`src/design/mean_value_coordinate_weights_assert.svh`:
```
// assertion macros for the mean value coordinate weights block
`ifndef MEAN_VALUE_COORDINATE_WEIGHTS_ASSERT_SVH
`define MEAN_VALUE_COORDINATE_WEIGHTS_ASSERT_SVH
// implication checked on every clock edge outside reset
`define MVC_ASSERT_IMP(label, clk, rst, ante, cons) \
   label: assert property (@(posedge clk) disable iff (rst) (ante) |-> (cons)) \
      else $error("%m: check failed");
// next-cycle implication outside reset
`define MVC_ASSERT_NXT(label, clk, rst, ante, cons) \
   label: assert property (@(posedge clk) disable iff (rst) (ante) |=> (cons)) \
      else $error("%m: check failed");
`endif

```
`src/design/mvcw_pkg.sv`:
```
// shared types and constants for the mean value coordinate weights block
`timescale 1ns / 1ps
package mvcw_pkg;
   localparam int MaxVertices = 16;
   localparam int CoordWidth  = 32;
   localparam logic [4:0]  VertexCountReset = 5'd4;
   localparam logic [15:0] CoincideReset    = 16'd66;
   localparam logic [0:0] CsrVertexCount = 1'b0;
   localparam logic [0:0] CsrCoincide    = 1'b1;
   localparam logic ActLoad  = 1'b0;
   localparam logic ActQuery = 1'b1;
   localparam logic [43:0] TanMax = {44{1'b1}};
   localparam logic [47:0] RawMax = {48{1'b1}};

   typedef struct packed {
      logic              action;
      logic [3:0]        vertex_index;
      logic signed [31:0] coord_x;
      logic signed [31:0] coord_y;
      logic signed [31:0] coord_z;
   } req_type;

   typedef struct packed {
      logic [30:0] weight;
      logic [3:0]  weight_index;
      logic        coincident;
      logic        last;
   } rsp_type;

   // divider request and reply
   typedef struct packed {
      logic        start;
      logic [79:0] num;
      logic [63:0] den;
   } div_req_type;

   typedef struct packed {
      logic        done;
      logic [79:0] quo;
   } div_rsp_type;
endpackage

```
`src/design/mvcw_div.sv`:
```
// restoring divider, one quotient bit per cycle
`timescale 1ns / 1ps
module mvcw_div import mvcw_pkg::*; (
   input  logic        clock,
   input  logic        reset,
   input  div_req_type req,
   output div_rsp_type rsp
);
   logic [79:0] q_ff, q_in;
   logic [80:0] rem_ff, rem_in;
   logic [63:0] d_ff, d_in;
   logic [6:0]  cnt_ff, cnt_in;
   logic        run_ff, run_in, done_ff, done_in;
   logic [80:0] sh;

   always_comb begin
      q_in = q_ff; rem_in = rem_ff; d_in = d_ff; cnt_in = cnt_ff;
      run_in = run_ff; done_in = 1'b0;
      sh = '0;
      if (req.start) begin
         q_in = req.num; rem_in = '0; d_in = req.den; cnt_in = 7'd80; run_in = 1'b1;
      end else if (run_ff) begin
         sh = {rem_ff[79:0], q_ff[79]};
         if (sh >= {17'd0, d_ff}) begin
            rem_in = sh - {17'd0, d_ff};
            q_in = {q_ff[78:0], 1'b1};
         end else begin
            rem_in = sh;
            q_in = {q_ff[78:0], 1'b0};
         end
         cnt_in = cnt_ff - 7'd1;
         if (cnt_ff == 7'd1) begin
            run_in = 1'b0; done_in = 1'b1;
         end
      end
   end

   always_ff @(posedge clock) begin
      if (reset) begin
         run_ff <= 1'b0; done_ff <= 1'b0; cnt_ff <= '0;
      end else begin
         run_ff <= run_in; done_ff <= done_in; cnt_ff <= cnt_in;
      end
      q_ff <= q_in; rem_ff <= rem_in; d_ff <= d_in;
   end

   assign rsp.done = done_ff;
   assign rsp.quo  = q_ff;
endmodule
```
`config.mk`:
```
export PLATFORM = sky130hd
export DESIGN_NAME = mvcw_div
export DESIGN_NICKNAME = d
export VERILOG_FILES = /design/src/design/mean_value_coordinate_weights_assert.svh /design/src/design/mvcw_pkg.sv /design/src/design/mvcw_div.sv
export SDC_FILE = /design/constraint.sdc
export NUM_CORES = 1
export LEC_CHECK = 0
export ABC_AREA = 1
export BUFFER_PORTS_ARGS = -buffer_cell sky130_fd_sc_hd__buf_2
export CORE_MARGIN = 2
export CORE_UTILIZATION = 59
export CTS_CLUSTER_DIAMETER = 150
export DETAILED_ROUTE_END_ITERATION = 7
export PLACE_DENSITY = 0.81
export SLEW_MARGIN = 20
export SYNTH_ARGS = -nofsm -noshare
export SYNTH_HDL_FRONTEND = slang
export SYNTH_SLANG_ARGS = --single-unit
export TNS_END_PERCENT = 50
```
`constraint.sdc`:
```
create_clock -name clock -period 4.5 [get_ports clock]
set_clock_uncertainty 0.05 [all_clocks]
set_input_delay 0.675 -clock clock [delete_from_list [all_inputs] [get_ports clock]]
set_output_delay 0.675 -clock clock [all_outputs]
set_load 0.01 [all_outputs]
```
# --- After elaboration in Yosys (flattened, before gate mapping) ---
# Index checks and enable logic that the tools add are counted.
# W data, S select, Z words.
totals:
  register_bits: 233
  in_bits: 147
classes:
  addsub: 2
  magnitude_cmp: 1
  n_eq_ne: 1
  muxes: 10
  n_bitwise: 1
  reduce_logical: 3
ops:
  columns: ["operator", "count"]
  rows:
  - ["$mux W80", 3]
  - ["$ge A81 B64 Y1", 1]
  - ["$sub A80 B64 Y80", 1]
  - ["$mux W7", 2]
  - ["$eq A7 B1 Y1 const B", 1]
  - ["$sub A7 B1 Y7 const B", 1]
  - ["$mux W1", 5]
  - ["$reduce_or A3 Y1", 1]
  - ["$reduce_bool A2 Y1", 1]
  - ["$reduce_or A2 Y1", 1]
  - ["$not A1 Y1", 1]

# --- Depth between registers and ports, before layout ---
logic_depth:
  word_depth: 4
  depth_mapped: 19
  ltp_nobuf: 19

# --- Worst setup path before layout ---
# OpenSTA, ideal clock, no wires.
synth_path:
  kind: "input to register"
  from: "input req[144] (netlist bit)"
  to: "register q_ff[0] (enable)"
  arrival_ns: 2.989
  path_slack_ns: 1.027
  cell_stages: 5
  n_path_buf: 3
  cell_sequence: "clkbuf_1 -> nor2_1 -> clkbuf_1 -> clkbuf_1 -> inv_1"
synth_via:
  elab_chain_cells: 1
synth_rtl:
  columns: ["item", "line", "source"]
  rows:
  - ["start: declaration", "mvcw_div.sv:6", "input div_req_type req,"]
  - ["$reduce_bool A2 Y1 (no source line)", null, null]
  - ["end signal: assignment", "mvcw_div.sv:44", "q_ff <= q_in; rem_ff <= rem_in; d_ff <= d_in;"]
  - ["end: declaration", "mvcw_div.sv:9", "logic [79:0] q_ff, q_in;"]
# No other way between the ends.
# A chain may end at the register's enable or synchronous reset.

# --- Worst setup path in the final report ---
layout_path:
  from: "register q_ff[79]"
  to: "register rem_ff[44]"
layout_via:
  elab_chain_cells: 2
  word_cells_on_any_way: 3
layout_rtl:
  columns: ["item", "line", "source"]
  rows:
  - ["$sub A80 B64 Y80 / $ge A81 B64 Y1 (equally long branches)", "mvcw_div.sv:25, mvcw_div.sv:24", null]
  - ["$mux W80 *", "mvcw_div.sv:24", "if (sh >= {17'd0, d_ff}) begin"]
  - ["end signal: assignment", "mvcw_div.sv:44", null]
  - ["end: declaration", "mvcw_div.sv:10", "logic [80:0] rem_ff, rem_in;"]
# Mark *: on every way between the ends. The rest lies on a longest branch, timed or not.

==> run_results.csv <==
group,metric,value,unit
synth,seq_area_frac_synth,36.2,%
synth,synth_compound_area_share,3.01,%
clocking,clockRootBuffer,"clkbuf_16",
clocking,clkTransAtPathRegs,0.07,ns
placement,dp_worst_setup_slack,1.08,ns
min_path,min_to,"d_ff[37]$_DFFE_PP_",
routing,wirelength,59200,um
critical_path,cp_common_cell,"nand2_1",
cells_and_area,fin_nets,3104,
sta,relSlewSlack,28.3,%
clocking,clock_sinks,233,
sta,drv_slew,0,
routing,drt_iter0_drc,1863,
critical_path,cp-start-kind,"flop",
sta,finalSetupTns,0,ns
routing,wl_per_cell,18.0,um
critical_path,critPathKind,"reg2reg",
critical_path,path_cells,"inv_1, ha_1, fa_1, inv_1, nand3_1, nand3_1, nand2_1, nand2_1, nand2_1, nand2_1, nand2_1, nand2_1, nand2_1, nand2_1, nand2_1, nand2_1, nand2_1, nand3_1, nand2_1",
global_routing,grt_max_degree,84,
critical_path,regToRegSetupSlack,0.99,ns
global_routing,grt_pass1_vias,17700,
sta,rsz0062_at_grt,"false",
critical_path,critPathRequiredTime,4.90,ns
synth,synth_edf_count,144,
power_and_ir_drop,vdd_ir_drop_max,0.000360,V
synth,syn_nets,2898,
synth,synth_seq_cells,233,
clocking,clock_path_buffers,3,
sta,finalCritPeriodShare,78.0,%
sta,hold_violations,0,
outcome,status,"finished, final reports clean",
critical_path,path_max_fanout,5,
die,die_x,173,um
global_routing,grt_remaining_overflow,0,
cells_and_area,syn_to_final_growth,13.1,%
die,core_area,28000,um^2
synth,synth_cell_type_count,38,
min_path,min_path_type,"in2reg",
clocking,cts_htree_levels,1,
cells_and_area,layout_commonest_cell,"nand2_1",
synth,synth_simple_gate_area_share,40.8,%
die,die_h,173,um
min_path,hold_depth,1,
critical_path,reg2reg_depth,19,
critical_path,slowest_delay,0.45,ns
clocking,clk_latency,0.56,ns
routing,drt_first_pass_iters,6,
critical_path,rr_startpoint,"q_ff[79]$_DFFE_PP_",
global_routing,grt_usage,39.0,%
power_and_ir_drop,pwr_density_cell,384,nW/um^2
routing,via_count,17800,
synth,async_reset_ff_share,0,%
synth,synth_area,16900,um^2
synth,synthMuxAreaShare,0,%
critical_path,rr_endpoint,"rem_ff[44]$_SDFFE_PP0P_",
routing,viasPerCell,5.43,
global_routing,antenna_found_initial,2,
global_routing,grt_pass1_wl,92300,um
synth,synth_top_family_by_area,"simple AND/OR/NAND/NOR gates",
placement,port_buffers,227,
placement,dp_hpwl,45900,um
die,io_pins,228,
cells_and_area,layout_common_cells,"1235 x nand2_1, 498 x inv_1, 226 x buf_2",
routing,drc_errors,0,
clocking,cts_tree,"yes",
synth,syn_inst,2684,
critical_path,crit_buf_inv,2,
sta,max_freq,285,MHz
placement,gp_congestion,1.01,
sta,fin_ws,0.990,ns
clocking,post_cts_resized,0,
power_and_ir_drop,p_leak,10.5,nW
cells_and_area,fillers,2393,
job,maxCapViolations,0,
clocking,post_cts_buffers,0,
synth,synth_xor_area_share,1.87,%
critical_path,arrival,3.91,ns
clocking,ctsHoldBuffers,0,
critical_path,critPathSlowestCell,"edfxtp_1",
clocking,numCtsBuffers,24,
cells_and_area,final_layout_size_suffix_gt1_share,11.5,%
die,num_rows,61,
synth,avgSynthCellArea,6.29,um^2
die,initial_core_util,60.3,%
sta,max_slew.worst_pin.slew,1.08,ns
synth,yosys.area_share.adder,5.01,%
die,die-area,30000,um^2
synth,ys.flop_type,"edfxtp_1",
routing,drtAntennaViolNets,0,
synth,yosys_warnings,0,
critical_path,cp_top_family,"simple AND/OR/NAND/NOR gates",
sta,post-route-min-period,3.51,ns
sta,hold_ws,0.239,ns
sta,setup_viol,0,
critical_path,crit_path_end_kind,"flop",
min_path,hp-start,"req[37]",
==> cells in the mapped netlist (4+ instances only) <==
master	n	share of area [%]
nand2_1	1235	27
inv_1	499	11
nor2_1	184	4.1
nand3_1	161	4.8
edfxtp_1	144	26
dfxtp_1	89	11
ha_1	66	4.9
a21oi_1	54	1.6
xnor2_1	35	1.8
clkbuf_1	32	0.71
nand4_1	29	1.1
nand3b_1	26	1.2
nand2_2	20	0.74
o21ai_0	19	0.56
nor3_1	17	0.50
buf_2	14	0.42
a21oi_2	10	0.52
nor2_2	10	0.37
buf_6	6	0.40
inv_2	5	0.11
buf_4	4	0.18
==> routing by layer <==
metal	routed length, um	GRT usage, %	vias up
li1	-	-	8539
met4	2840	17.1	0
met5	0	0	-
met1	23300	48.9	8175
met3	4990	5.30	162
met2	28100	67.2	973
==> area by class of cell <==
type	count	area, um^2	area share (%)
clock inverter	13	140	0.734
tap	378	473	2.48
timing repair buffer	240	1250	6.56
inverter	504	1890	9.92
antenna	2	5.00	0.0262
sequential	233	6110	32.0
clock buffer	31	647	3.39
multi-input combinational	1887	8570	44.9
==> power breakdown <==
group          total [W]  leakage (nW)  internal, W  switching [W]
registers        0.00270          2.18      0.00253       0.000174
logic            0.00258          7.90     0.000844        0.00174
clock network    0.00204         0.395      0.00114       0.000902
total            0.00733          10.5      0.00451        0.00282
==> through the flow <==
stage	cell area (um^2)	power, W	cells	utilization (%)
6_report	19100	0.00733	3288	68.1
5_1_grt	19100	0.00772	3288	68.1
4_1_cts	19100	0.00727	3286	68.1
3_5_place_dp	18300	0.00523	3242	65.3
3_3_place_gp	18300	0.00516	3242	65.3
2_1_floorplan	16900	0.00445	2684	-
==> state kept, by name, summed over array words and instances, names as in the netlist <==
signal,cells
q_ff,80
d_ff,64
run_ff,1
rem_ff,80
cnt_ff,7
done_ff,1
==> how the worst max path moves through the flow <==
stage	cells after the start	from	end
global route	19	q_ff[79]$_DFFE_PP_	rem_ff[60]$_SDFFE_PP0P_
finish	19	q_ff[79]$_DFFE_PP_	rem_ff[44]$_SDFFE_PP0P_
CTS	19	q_ff[79]$_DFFE_PP_	rem_ff[44]$_SDFFE_PP0P_
floorplan	5	req[144]	q_ff[0]$_DFFE_PP_
global placement	19	q_ff[79]$_DFFE_PP_	rem_ff[60]$_SDFFE_PP0P_
detailed placement	19	q_ff[79]$_DFFE_PP_	rem_ff[60]$_SDFFE_PP0P_
==> cell families after synthesis <==
family,count (synthesis)
simple gates,1693
buf+inv,564
flops,233
compound gates,91
fa+ha+maj,67
xor+xnor,36
No activity file was read; power rests on OpenSTA's default activity.
